==> src/hdl/assert_macros.svh <==
// ----------------------------------------------------------------------------
// Assertion macros
// Shared concurrent assertion forms for the load-cell conditioner.
// ----------------------------------------------------------------------------
`ifndef ASSERT_MACROS_SVH
`define ASSERT_MACROS_SVH

// Same-cycle implication, checked on every rising edge outside of reset.
`define ASSERT_IMPLIES(lbl, clk, rst_n, ante, cons, msg) \
    lbl: assert property (@(posedge clk) disable iff (!rst_n) (ante) |-> (cons)) \
        else $error(msg);

// Next-cycle implication, checked on every rising edge outside of reset.
`define ASSERT_NEXT(lbl, clk, rst_n, ante, cons, msg) \
    lbl: assert property (@(posedge clk) disable iff (!rst_n) (ante) |=> (cons)) \
        else $error(msg);

`endif

==> src/hdl/lcat_pkg.sv <==
// ----------------------------------------------------------------------------
// lcat_pkg
// Widths, codes and shared types of the load-cell average/tare/calibrate block.
// ----------------------------------------------------------------------------
package lcat_pkg;

    // Sample window.
    localparam int SAMPLES     = 16;
    localparam int IDX_W       = $clog2(SAMPLES);
    localparam int FILL_W      = $clog2(SAMPLES + 1);

    // Field widths.
    localparam int SAMPLE_W    = 24;
    localparam int SUM_W       = SAMPLE_W + IDX_W;
    localparam int DIFF_W      = SAMPLE_W + 1;
    localparam int FACTOR_W    = 32;
    localparam int MASS_W      = 24;
    localparam int WEIGHT_W    = 32;
    localparam int ACTION_W    = 2;

    // Fixed-point scaling of weight and factor (2^24 = Q.8 times Q.16).
    localparam int SCALE_SHIFT = 24;

    // Serial divider sizing.
    localparam int NUM_W       = SAMPLE_W + SCALE_SHIFT;
    localparam int DEN_W       = FACTOR_W;
    localparam int CNT_W       = $clog2(NUM_W + 1);
    localparam logic [CNT_W-1:0] AVG_STEPS = CNT_W'(SUM_W);
    localparam logic [CNT_W-1:0] DIV_STEPS = CNT_W'(NUM_W);

    // Constants.
    localparam logic [FACTOR_W-1:0] DEFAULT_FACTOR = FACTOR_W'(65536);
    localparam logic [WEIGHT_W-1:0] WEIGHT_MAX     = {1'b0, {(WEIGHT_W - 1){1'b1}}};
    localparam logic [WEIGHT_W-1:0] WEIGHT_MIN     = {1'b1, {(WEIGHT_W - 1){1'b0}}};
    localparam logic [FACTOR_W-1:0] FACTOR_MAX     = {FACTOR_W{1'b1}};

    // Action codes.
    localparam logic [ACTION_W-1:0] ACT_SAMPLE = 2'd0;
    localparam logic [ACTION_W-1:0] ACT_TARE   = 2'd1;
    localparam logic [ACTION_W-1:0] ACT_CALIB  = 2'd2;

    typedef logic signed [SAMPLE_W-1:0] sample_t;

    // Request to the serial divider.
    typedef struct packed {
        logic             start;
        logic [CNT_W-1:0] steps;
        logic [NUM_W-1:0] dividend;
        logic [DEN_W-1:0] divisor;
    } div_req_t;

    // Response from the serial divider.
    typedef struct packed {
        logic             done;
        logic [NUM_W-1:0] quotient;
    } div_rsp_t;

    // Status of the sample ring.
    typedef struct packed {
        logic signed [SUM_W-1:0] sum;
        logic [FILL_W-1:0]       fill;
    } ring_stat_t;

endpackage

==> src/hdl/lcat_if.sv <==
// ----------------------------------------------------------------------------
// lcat channel interfaces
// Valid/ready channels for input items, results and the factor register.
// ----------------------------------------------------------------------------

// Input item channel.
interface lcat_in_if
    import lcat_pkg::*;
();
    logic                valid;
    logic                ready;
    logic [ACTION_W-1:0] action;
    sample_t             raw_sample;
    logic [MASS_W-1:0]   known_grams;

    modport source (output valid, action, raw_sample, known_grams, input ready);
    modport sink   (input valid, action, raw_sample, known_grams, output ready);
endinterface

// Result channel.
interface lcat_out_if
    import lcat_pkg::*;
();
    logic                       valid;
    logic                       ready;
    logic signed [WEIGHT_W-1:0] weight;
    logic [FACTOR_W-1:0]        scale_factor;
    logic                       zeroed;
    logic                       saturated;

    modport source (output valid, weight, scale_factor, zeroed, saturated, input ready);
    modport sink   (input valid, weight, scale_factor, zeroed, saturated, output ready);
endinterface

// Start-factor register write channel.
interface lcat_cfg_if
    import lcat_pkg::*;
();
    logic                valid;
    logic                ready;
    logic [FACTOR_W-1:0] data;

    modport source (output valid, data, input ready);
    modport sink   (input valid, data, output ready);
endinterface

==> src/hdl/lcat_sdiv.sv <==
// ----------------------------------------------------------------------------
// lcat_sdiv
// Bit-serial restoring divider: one quotient bit per cycle, unsigned operands.
// ----------------------------------------------------------------------------
module lcat_sdiv
    import lcat_pkg::*;
(
    input  logic     clk,
    input  logic     rst_n,
    input  div_req_t req,
    output div_rsp_t rsp
);

    logic [NUM_W-1:0] num_reg;
    logic [DEN_W-1:0] den_reg;
    logic [DEN_W-1:0] rem_reg;
    logic [NUM_W-1:0] quot_reg;
    logic [CNT_W-1:0] count_reg;
    logic             busy_reg;
    logic             done_reg;

    logic [DEN_W:0]   trial;
    logic             fits;
    logic [DEN_W-1:0] rem_next;

    // Bring down the next dividend bit and try the subtraction.
    assign trial    = {rem_reg, num_reg[NUM_W-1]};
    assign fits     = trial >= {1'b0, den_reg};
    assign rem_next = fits ? DEN_W'(trial - {1'b0, den_reg}) : trial[DEN_W-1:0];

    // Operand and quotient shift registers.
    always_ff @(posedge clk)
    begin
        if (req.start)
        begin
            num_reg  <= req.dividend;
            den_reg  <= req.divisor;
            rem_reg  <= '0;
            quot_reg <= '0;
        end
        else if (busy_reg)
        begin
            num_reg  <= {num_reg[NUM_W-2:0], 1'b0};
            rem_reg  <= rem_next;
            quot_reg <= {quot_reg[NUM_W-2:0], fits};
        end
    end

    // Step counter and completion pulse.
    always_ff @(posedge clk or negedge rst_n)
    begin
        if (!rst_n)
        begin
            busy_reg  <= 1'b0;
            count_reg <= '0;
            done_reg  <= 1'b0;
        end
        else
        begin
            done_reg <= 1'b0;
            if (req.start)
            begin
                busy_reg  <= 1'b1;
                count_reg <= req.steps;
            end
            else if (busy_reg)
            begin
                count_reg <= count_reg - CNT_W'(1);
                if (count_reg == CNT_W'(1))
                begin
                    busy_reg <= 1'b0;
                    done_reg <= 1'b1;
                end
            end
        end
    end

    assign rsp.done     = done_reg;
    assign rsp.quotient = quot_reg;

endmodule

==> src/hdl/lcat_ring.sv <==
// ----------------------------------------------------------------------------
// lcat_ring
// Sample ring with write pointer, fill count and running sum of the window.
// ----------------------------------------------------------------------------
module lcat_ring
    import lcat_pkg::*;
(
    input  logic       clk,
    input  logic       rst_n,
    input  logic       push,
    input  sample_t    sample,
    output ring_stat_t stat
);

    localparam int SUMX_W = SUM_W + 1;

    sample_t                 ring_mem [SAMPLES];
    logic [IDX_W-1:0]        wr_idx_reg;
    logic [FILL_W-1:0]       fill_reg;
    logic signed [SUM_W-1:0] sum_reg;
    sample_t                 evict_reg;

    logic                    full;
    sample_t                 evicted;
    logic signed [SUMX_W-1:0] sum_ext;

    // Once the window is full, the entry being overwritten leaves the sum.
    assign full    = fill_reg == FILL_W'(SAMPLES);
    assign evicted = full ? evict_reg : '0;
    assign sum_ext = SUMX_W'(sum_reg) - SUMX_W'(evicted) + SUMX_W'(sample);

    // Sample storage. The entry under the write pointer is registered ahead
    // of the next push; pushes never come in consecutive cycles.
    always_ff @(posedge clk)
    begin
        if (push)
        begin
            ring_mem[wr_idx_reg] <= sample;
        end
        evict_reg <= ring_mem[wr_idx_reg];
    end

    // Pointer, fill count and running sum.
    always_ff @(posedge clk or negedge rst_n)
    begin
        if (!rst_n)
        begin
            wr_idx_reg <= '0;
            fill_reg   <= '0;
            sum_reg    <= '0;
        end
        else if (push)
        begin
            sum_reg <= sum_ext[SUM_W-1:0];
            if (wr_idx_reg == IDX_W'(SAMPLES - 1))
            begin
                wr_idx_reg <= '0;
            end
            else
            begin
                wr_idx_reg <= wr_idx_reg + IDX_W'(1);
            end
            if (!full)
            begin
                fill_reg <= fill_reg + FILL_W'(1);
            end
        end
    end

    assign stat.sum  = sum_reg;
    assign stat.fill = fill_reg;

endmodule

==> src/hdl/load_cell_average_tare_calibrate.sv <==
// ----------------------------------------------------------------------------
// load_cell_average_tare_calibrate: a sample runs the average and then the weight
// division; a calibrate runs the factor division (skipped with zero mass) and then
// the weight division; a tare or no-op goes straight to the result. One transaction
// at a time: the next can be accepted in the cycle after the result is loaded.
// Reset: asynchronous active low; factor 65536, sums, offset and weight cleared.
// ----------------------------------------------------------------------------
`include "assert_macros.svh"

module load_cell_average_tare_calibrate
    import lcat_pkg::*;
(
    input logic        clk,
    input logic        rst_n,
    lcat_in_if.sink    in_ch,
    lcat_out_if.source out_ch,
    lcat_cfg_if.sink   cfg_ch
);

    // Sequencer states.
    localparam logic [2:0] S_IDLE      = 3'd0;
    localparam logic [2:0] S_AVG_START = 3'd1;
    localparam logic [2:0] S_AVG_WAIT  = 3'd2;
    localparam logic [2:0] S_CAL_START = 3'd3;
    localparam logic [2:0] S_CAL_WAIT  = 3'd4;
    localparam logic [2:0] S_WGT_START = 3'd5;
    localparam logic [2:0] S_WGT_WAIT  = 3'd6;
    localparam logic [2:0] S_OUT       = 3'd7;

    logic [2:0]                 state_reg;
    sample_t                    avg_reg;
    sample_t                    offset_reg;
    logic                       offset_set_reg;
    logic [FACTOR_W-1:0]        factor_reg;
    logic [WEIGHT_W-1:0]        weight_reg;
    logic                       clipped_reg;
    logic [MASS_W-1:0]          mass_reg;
    logic                       neg_reg;
    logic                       out_valid_reg;
    logic signed [WEIGHT_W-1:0] out_weight_reg;
    logic [FACTOR_W-1:0]        out_factor_reg;
    logic                       out_zeroed_reg;
    logic                       out_sat_reg;

    ring_stat_t                 ring_stat;
    div_req_t                   div_req;
    div_rsp_t                   div_rsp;

    logic                       accept;
    logic                       out_load;
    logic [SUM_W-1:0]           sum_mag;
    logic signed [DIFF_W-1:0]   diff;
    logic [SAMPLE_W-1:0]        diff_mag;
    logic [NUM_W-1:0]           q;
    sample_t                    avg_new;
    logic                       pos_ovf;
    logic                       neg_ovf;
    logic [WEIGHT_W-1:0]        weight_new;
    logic                       cal_ok;
    logic [FACTOR_W-1:0]        factor_new;

    // Register writes are taken only between transactions.
    assign accept     = in_ch.valid && in_ch.ready;
    assign in_ch.ready  = state_reg == S_IDLE;
    assign cfg_ch.ready = state_reg == S_IDLE;
    assign out_load   = (state_reg == S_OUT) && (!out_valid_reg || out_ch.ready);

    // Sample window storage.
    lcat_ring u_ring (
        .clk    (clk),
        .rst_n  (rst_n),
        .push   (accept && (in_ch.action == ACT_SAMPLE)),
        .sample (in_ch.raw_sample),
        .stat   (ring_stat)
    );

    // Shared serial divider.
    lcat_sdiv u_sdiv (
        .clk   (clk),
        .rst_n (rst_n),
        .req   (div_req),
        .rsp   (div_rsp)
    );

    // Magnitudes of the running sum and of the net reading.
    assign sum_mag  = ring_stat.sum[SUM_W-1] ? SUM_W'(-ring_stat.sum) : ring_stat.sum;
    assign diff     = DIFF_W'(avg_reg) - DIFF_W'(offset_reg);
    assign diff_mag = diff[DIFF_W-1] ? SAMPLE_W'(-diff) : diff[SAMPLE_W-1:0];

    // Divider operands for each phase.
    always_comb
    begin
        div_req = '0;
        case (state_reg)
            S_AVG_START:
            begin
                div_req.start    = 1'b1;
                div_req.steps    = AVG_STEPS;
                div_req.dividend = {sum_mag, {(NUM_W - SUM_W){1'b0}}};
                div_req.divisor  = DEN_W'(ring_stat.fill);
            end
            S_CAL_START:
            begin
                div_req.start    = mass_reg != '0;
                div_req.steps    = DIV_STEPS;
                div_req.dividend = {diff_mag, {SCALE_SHIFT{1'b0}}};
                div_req.divisor  = DEN_W'(mass_reg);
            end
            S_WGT_START:
            begin
                div_req.start    = 1'b1;
                div_req.steps    = DIV_STEPS;
                div_req.dividend = {diff_mag, {SCALE_SHIFT{1'b0}}};
                div_req.divisor  = factor_reg;
            end
            default:
            begin
                div_req = '0;
            end
        endcase
    end

    // Signed results from the unsigned quotient, with clipping.
    assign q          = div_rsp.quotient;
    assign avg_new    = neg_reg ? sample_t'(-q[SAMPLE_W-1:0]) : sample_t'(q[SAMPLE_W-1:0]);
    assign pos_ovf    = |q[NUM_W-1:WEIGHT_W-1];
    assign neg_ovf    = (|q[NUM_W-1:WEIGHT_W]) || (q[WEIGHT_W-1] && (|q[WEIGHT_W-2:0]));
    assign weight_new = neg_reg ? (neg_ovf ? WEIGHT_MIN : WEIGHT_W'(-q[WEIGHT_W-1:0]))
                                : (pos_ovf ? WEIGHT_MAX : q[WEIGHT_W-1:0]);
    assign cal_ok     = !neg_reg && (q != '0);
    assign factor_new = (|q[NUM_W-1:FACTOR_W]) ? FACTOR_MAX : q[FACTOR_W-1:0];

    // Sequencer and conditioner state.
    always_ff @(posedge clk or negedge rst_n)
    begin
        if (!rst_n)
        begin
            state_reg      <= S_IDLE;
            avg_reg        <= '0;
            offset_reg     <= '0;
            offset_set_reg <= 1'b0;
            factor_reg     <= DEFAULT_FACTOR;
            weight_reg     <= '0;
            clipped_reg    <= 1'b0;
            out_valid_reg  <= 1'b0;
        end
        else
        begin
            if (cfg_ch.valid && cfg_ch.ready)
            begin
                factor_reg <= (cfg_ch.data != '0) ? cfg_ch.data : DEFAULT_FACTOR;
            end
            // The result stays valid until the receiver takes it.
            if (out_load)
            begin
                out_valid_reg <= 1'b1;
            end
            else if (out_ch.ready)
            begin
                out_valid_reg <= 1'b0;
            end
            case (state_reg)
                S_IDLE:
                begin
                    if (in_ch.valid)
                    begin
                        case (in_ch.action)
                            ACT_SAMPLE:
                            begin
                                state_reg <= S_AVG_START;
                            end
                            ACT_TARE:
                            begin
                                if (ring_stat.fill != '0)
                                begin
                                    offset_reg <= avg_reg;
                                end
                                weight_reg  <= '0;
                                clipped_reg <= 1'b0;
                                state_reg   <= S_OUT;
                            end
                            ACT_CALIB:
                            begin
                                state_reg <= S_CAL_START;
                            end
                            default:
                            begin
                                clipped_reg <= 1'b0;
                                state_reg   <= S_OUT;
                            end
                        endcase
                    end
                end
                S_AVG_START:
                begin
                    state_reg <= S_AVG_WAIT;
                end
                S_AVG_WAIT:
                begin
                    if (div_rsp.done)
                    begin
                        avg_reg <= avg_new;
                        // The first full window becomes the zero offset.
                        if (!offset_set_reg && (ring_stat.fill == FILL_W'(SAMPLES)))
                        begin
                            offset_reg     <= avg_new;
                            offset_set_reg <= 1'b1;
                        end
                        state_reg <= S_WGT_START;
                    end
                end
                S_CAL_START:
                begin
                    state_reg <= (mass_reg != '0) ? S_CAL_WAIT : S_WGT_START;
                end
                S_CAL_WAIT:
                begin
                    if (div_rsp.done)
                    begin
                        if (cal_ok)
                        begin
                            factor_reg <= factor_new;
                        end
                        state_reg <= S_WGT_START;
                    end
                end
                S_WGT_START:
                begin
                    state_reg <= S_WGT_WAIT;
                end
                S_WGT_WAIT:
                begin
                    if (div_rsp.done)
                    begin
                        weight_reg  <= weight_new;
                        clipped_reg <= neg_reg ? neg_ovf : pos_ovf;
                        state_reg   <= S_OUT;
                    end
                end
                S_OUT:
                begin
                    if (out_load)
                    begin
                        state_reg <= S_IDLE;
                    end
                end
                default:
                begin
                    state_reg <= S_IDLE;
                end
            endcase
        end
    end

    // Latched item fields and the sign of the current division.
    always_ff @(posedge clk)
    begin
        if (accept)
        begin
            mass_reg <= in_ch.known_grams;
        end
        if (state_reg == S_AVG_START)
        begin
            neg_reg <= ring_stat.sum[SUM_W-1];
        end
        else if ((state_reg == S_CAL_START) || (state_reg == S_WGT_START))
        begin
            neg_reg <= diff[DIFF_W-1];
        end
    end

    // Output register: holds a result while the next transaction is worked on.
    always_ff @(posedge clk)
    begin
        if (out_load)
        begin
            out_weight_reg <= weight_reg;
            out_factor_reg <= factor_reg;
            out_zeroed_reg <= offset_set_reg;
            out_sat_reg    <= clipped_reg;
        end
    end

    assign out_ch.valid        = out_valid_reg;
    assign out_ch.weight       = out_weight_reg;
    assign out_ch.scale_factor = out_factor_reg;
    assign out_ch.zeroed       = out_zeroed_reg;
    assign out_ch.saturated    = out_sat_reg;

    // Assertions.
    `ASSERT_IMPLIES(a_div_done_in_wait, clk, rst_n, div_rsp.done,
        (state_reg == S_AVG_WAIT) || (state_reg == S_CAL_WAIT) || (state_reg == S_WGT_WAIT),
        "divider finished outside a wait state")
    `ASSERT_NEXT(a_accept_starts_work, clk, rst_n, accept, state_reg != S_IDLE,
        "accepted transaction did not start")
    `ASSERT_NEXT(a_cfg_factor_nonzero, clk, rst_n, cfg_ch.valid && cfg_ch.ready,
        factor_reg != '0, "factor is zero after a register write")
    `ASSERT_IMPLIES(a_out_from_seq, clk, rst_n, $rose(out_valid_reg),
        $past(state_reg) == S_OUT, "result appeared without the output state")

endmodule
==> src/flat_wrapper.sv <==
// flat-port wrapper written by rule: the top's interface ports become plain ports
module load_cell_average_tare_calibrate_flat import lcat_pkg::*;
  (clk, rst_n, in_ch_valid, in_ch_action, in_ch_raw_sample, in_ch_known_grams, in_ch_ready, out_ch_valid, out_ch_weight, out_ch_scale_factor, out_ch_zeroed, out_ch_saturated, out_ch_ready, cfg_ch_valid, cfg_ch_data, cfg_ch_ready);
  lcat_in_if in_ch_i ();
  lcat_out_if out_ch_i ();
  lcat_cfg_if cfg_ch_i ();
  input logic clk;
  input logic rst_n;
  input wire logic [$bits(in_ch_i.valid)-1:0] in_ch_valid;
  input wire logic [$bits(in_ch_i.action)-1:0] in_ch_action;
  input wire logic [$bits(in_ch_i.raw_sample)-1:0] in_ch_raw_sample;
  input wire logic [$bits(in_ch_i.known_grams)-1:0] in_ch_known_grams;
  output wire logic [$bits(in_ch_i.ready)-1:0] in_ch_ready;
  output wire logic [$bits(out_ch_i.valid)-1:0] out_ch_valid;
  output wire logic [$bits(out_ch_i.weight)-1:0] out_ch_weight;
  output wire logic [$bits(out_ch_i.scale_factor)-1:0] out_ch_scale_factor;
  output wire logic [$bits(out_ch_i.zeroed)-1:0] out_ch_zeroed;
  output wire logic [$bits(out_ch_i.saturated)-1:0] out_ch_saturated;
  input wire logic [$bits(out_ch_i.ready)-1:0] out_ch_ready;
  input wire logic [$bits(cfg_ch_i.valid)-1:0] cfg_ch_valid;
  input wire logic [$bits(cfg_ch_i.data)-1:0] cfg_ch_data;
  output wire logic [$bits(cfg_ch_i.ready)-1:0] cfg_ch_ready;
  assign in_ch_i.valid = in_ch_valid;
  assign in_ch_i.action = in_ch_action;
  assign in_ch_i.raw_sample = in_ch_raw_sample;
  assign in_ch_i.known_grams = in_ch_known_grams;
  assign in_ch_ready = in_ch_i.ready;
  assign out_ch_valid = out_ch_i.valid;
  assign out_ch_weight = out_ch_i.weight;
  assign out_ch_scale_factor = out_ch_i.scale_factor;
  assign out_ch_zeroed = out_ch_i.zeroed;
  assign out_ch_saturated = out_ch_i.saturated;
  assign out_ch_i.ready = out_ch_ready;
  assign cfg_ch_i.valid = cfg_ch_valid;
  assign cfg_ch_i.data = cfg_ch_data;
  assign cfg_ch_ready = cfg_ch_i.ready;
  load_cell_average_tare_calibrate u_core (.clk(clk), .rst_n(rst_n), .in_ch(in_ch_i), .out_ch(out_ch_i), .cfg_ch(cfg_ch_i));
endmodule
==> config.mk <==
export PLATFORM = sky130hd
export DESIGN_NAME = load_cell_average_tare_calibrate_flat
export DESIGN_NICKNAME = d
export VERILOG_FILES = /design/src/hdl/lcat_pkg.sv /design/src/hdl/lcat_if.sv /design/src/hdl/lcat_sdiv.sv /design/src/hdl/lcat_ring.sv /design/src/hdl/load_cell_average_tare_calibrate.sv /design/src/flat_wrapper.sv
export VERILOG_INCLUDE_DIRS = /design/src /design/src/hdl
export SDC_FILE = /design/constraint.sdc
export NUM_CORES = 1
export LEC_CHECK = 0
export ABC_CLOCK_PERIOD_IN_PS = 6100
export BUFFER_PORTS_ARGS = -buffer_cell sky130_fd_sc_hd__buf_2
export CAP_MARGIN = 20
export CORE_MARGIN = 4
export CORE_UTILIZATION = 55
export DETAILED_ROUTE_END_ITERATION = 8
export GPL_TIMING_DRIVEN = 0
export PLACE_DENSITY = 0.72
export SETUP_SLACK_MARGIN = 0.15
export SYNTH_ARGS = -nofsm -noshare
export SYNTH_HDL_FRONTEND = slang
export SYNTH_SLANG_ARGS = --single-unit
==> constraint.sdc <==
create_clock -name clk -period 6.1 [get_ports clk]
set_input_delay 0.305 -clock clk [delete_from_list [all_inputs] [get_ports clk]]
set_output_delay 0.305 -clock clk [all_outputs]
set_load 0.01 [all_outputs]
==> metrics.yaml <==
r2r_start: "u_core.u_ring.fill_reg[0]$_DFFE_PN0P_"
routabilityCongestion: 0.9647
status: "finished, final reports clean"
numCtsBuffers: 84
min_path_type: "in -> reg"
grt_usage_pct: 28.33
reg2reg_depth: 18
rsz0062_at_grt: "no"
hold_viol: 0
critPathRequiredTime_ns: 6.59
drt-wirelength-per-cell_um: 24.13
startpoint_type: "register"
final_cell_area_sq_um: 43980
grt_pass1_wl_um: 159900
clkPwrFrac_pct: 28.7
postCtsSetupBuffers: 0
post_synth_inst_count: 3074
drt_iter0_drc: 3264
die-width_um: 270.7
clkSinkCount: 802
dp.final_hpwl_um: 74040
cts_tree: "built"
endpoint_kind: "register"
wirelength_um: 105100
worstSetupStartpoint: "u_core.u_ring.fill_reg[0]$_DFFE_PN0P_"
root_buffer: "clkbuf_16"
ctsHoldBuffers: 56
ys_types: 84
rows: 96
synth_ff_type: "edfxtp_1"
layout_commonest_cell: "edfxtp_1"
maxCapViolCount: 0
drc: 0
slew_violations: 0
fin_crit_sh_pct: 81.62
max_freq_mhz: 200.8
grt_max_degree: 112
pwr-share-seq_pct: 38.3
power_leakage_nw: 17.08
place_area_sq_um: 40410
synth_edf_count: 535
io_buffers: 155
irDropWorstVdd_mv: 0.3411
cts.clk_slew.worst_paths_ns: 0.06
p_sw_share_pct: 34.06
r2r-end: "u_core.u_ring.sum_reg[27]$_DFFE_PN0P_"
dp_slack_ns: 1.279
max-slew-margin-rel_pct: 23.98
critPathKind: "reg -> reg"
syn_area_sq_um: 37960
yosysWarnings: 0
ant_nets: 0
fp.coreArea_sq_um: 68470
combPwrFrac_pct: 33.0
intPower_w: 0.01225
setup_viol: 0
syn-mean-instance-area_sq_um: 12.35
via_per_inst: 6.218
final_cell_mix: "edfxtp_1, nand2_1, o21ai_0, inv_1, nor2_1"
clk_latency_ns: 0.64
die_h_um: 270.7
ff2ff_setup_slack_ns: 1.12
area_growth_pct: 15.87
async_flop_share_pct: 20.32
cp.arrival_ns: 5.47
initial_core_util_pct: 55.44
grt_pass1_vias: 26690
nNetsFinal: 3615
skew_ns: 0.02592
grt_antenna_before_repair: 3
overflow: 0
crit_fanout: 10
ys_ff_latch: 802
syn-num-nets: 3286
post_cts_resized: 0
ys_seq_area_share_pct: 58.56
powerDensity_nw_per_um2: 422.3
drive_gt1_share_pct: 14.34
num_vias: 27090
crit_end: "u_core.u_ring.sum_reg[27]$_DFFE_PN0P_"
clockBufferDepth: 3
largest_register_ffs: 384
h-tree-depth: 3
first_pass_iters: 7
worst_pin_slew_ns: 1.132
ios: 156
layout_setup_ws_ns: 1.121
min_period_ns: 4.979
switchingPower_w: 0.006327
die-area_sq_um: 73280
-- stage by stage --
stage                     TNS (ns)  std cells  total power [W]  hold slack, ns  util, %
after global routing             0       4356          0.01949         0.04074    64.23
after floorplan                  0       3074          0.01143        0.009409        -
after global placement      -68.05       4111          0.01292          0.4356    58.18
after CTS                        0       4345          0.01852        0.003093    64.04
final                            0       4357          0.01857         0.02722    64.24
after detailed placement         0       4134          0.01313          0.2585    59.02
-- critical path, cell delays in order (launching register included) --
cell and delay (ns):
dfrtp_1 0.42, inv_1 0.11, ha_1 0.19, and2_1 0.35
clkbuf_1 0.34, and3_1 0.22, fa_1 0.40, inv_1 0.09
ha_1 0.28, o21ai_0 0.35, nor4_1 0.10, nor2_1 0.24
o21ai_0 0.32, a21oi_1 0.23, o21ai_0 0.14, o41ai_1 0.45
o21ai_0 0.25, mux2i_1 0.25, xnor2_1 0.09
-- kinds of logic (layout without fill, tap and decap cells) --
family | count (synthesis) | after routing | share of synthesized area [%]
muxes | 202 | 202 | 9.283
AOI/OAI and AO/OA | 666 | 666 | 10.99
other | 0 | 3 | 0
DFF | 802 | 802 | 58.56
xor gates and xnor gates | 143 | 143 | 3.300
buffers and inverters | 367 | 765 | 3.774
and+or+nand+nor | 769 | 769 | 9.398
adders and majority gates | 125 | 125 | 4.694
-- power groups by stage --
stage / Sequential, W / Combinational, W / Clock (W)
6_report: 0.00711 / 0.00612 / 0.00534
5_1_grt: 0.00717 / 0.00668 / 0.00564
4_1_cts: 0.00711 / 0.00601 / 0.00540
3_5_place_dp: 0.00721 / 0.00592 / 0
3_3_place_gp: 0.00719 / 0.00573 / 0
2_1_floorplan: 0.00697 / 0.00446 / 0
-- worst min path at each step --
stage	startpoint	endpoint	cells past startpoint	slack, ns
floorplan	rst_n	u_core.avg_reg[0]$_DFFE_PN0P_	0	0.009
global placement	u_core.weight_reg[18]$_DFFE_PN0P_	u_core.out_ch.weight[18]$_DFFE_PP_	0	0.44
detailed placement	rst_n	u_core.weight_reg[25]$_DFFE_PN0P_	1	0.26
CTS	cfg_ch_data[16]	u_core.factor_reg[16]$_DFF_PN1_	3	0.003
global route	cfg_ch_data[31]	u_core.factor_reg[31]$_DFF_PN0_	3	0.04
finish	cfg_ch_data[16]	u_core.factor_reg[16]$_DFF_PN1_	3	0.03
-- cell usage after synthesis (45+ instances only) --
library cell	number	area share (%)
o21ai_0	239	3.2
mux2i_1	82	2.2
dfrtp_1	162	11
mux4_2	120	7.1
clkbuf_1	123	1.2
nor3_1	70	0.92
a31oi_1	45	0.74
inv_1	199	2.0
nand2_1	298	2.9
edfxtp_1	535	42
ha_1	96	3.2
nor2_1	183	1.8
xor2_1	55	1.3
xnor2_1	88	2.0
dfxtp_1	104	5.5
a21oi_1	125	1.6
-- final cells by class --
| cell class | count | area, sq um |
|---|---|---|
| antenna | 3 | 7.507 |
| buffer | 168 | 686.9 |
| clock buffer | 109 | 2297 |
| clock inverter | 46 | 580.6 |
| fill | 5017 | 24480 |
| inverter | 199 | 747.0 |
| multi-input combinational | 1905 | 14410 |
| sequential | 802 | 22230 |
| tap | 882 | 1104 |
| timing repair buffer | 243 | 1917 |
-- metal layers --
layer	up-vias	track usage, %	part of all wire (%)
met4	2	10.04	3.6
li1	12020	-	-
met5	-	0	0.0067
met2	1371	44.62	46
met3	232	3.813	8.1
met1	13470	41.05	42
Power figures use the tool's default switching activity.
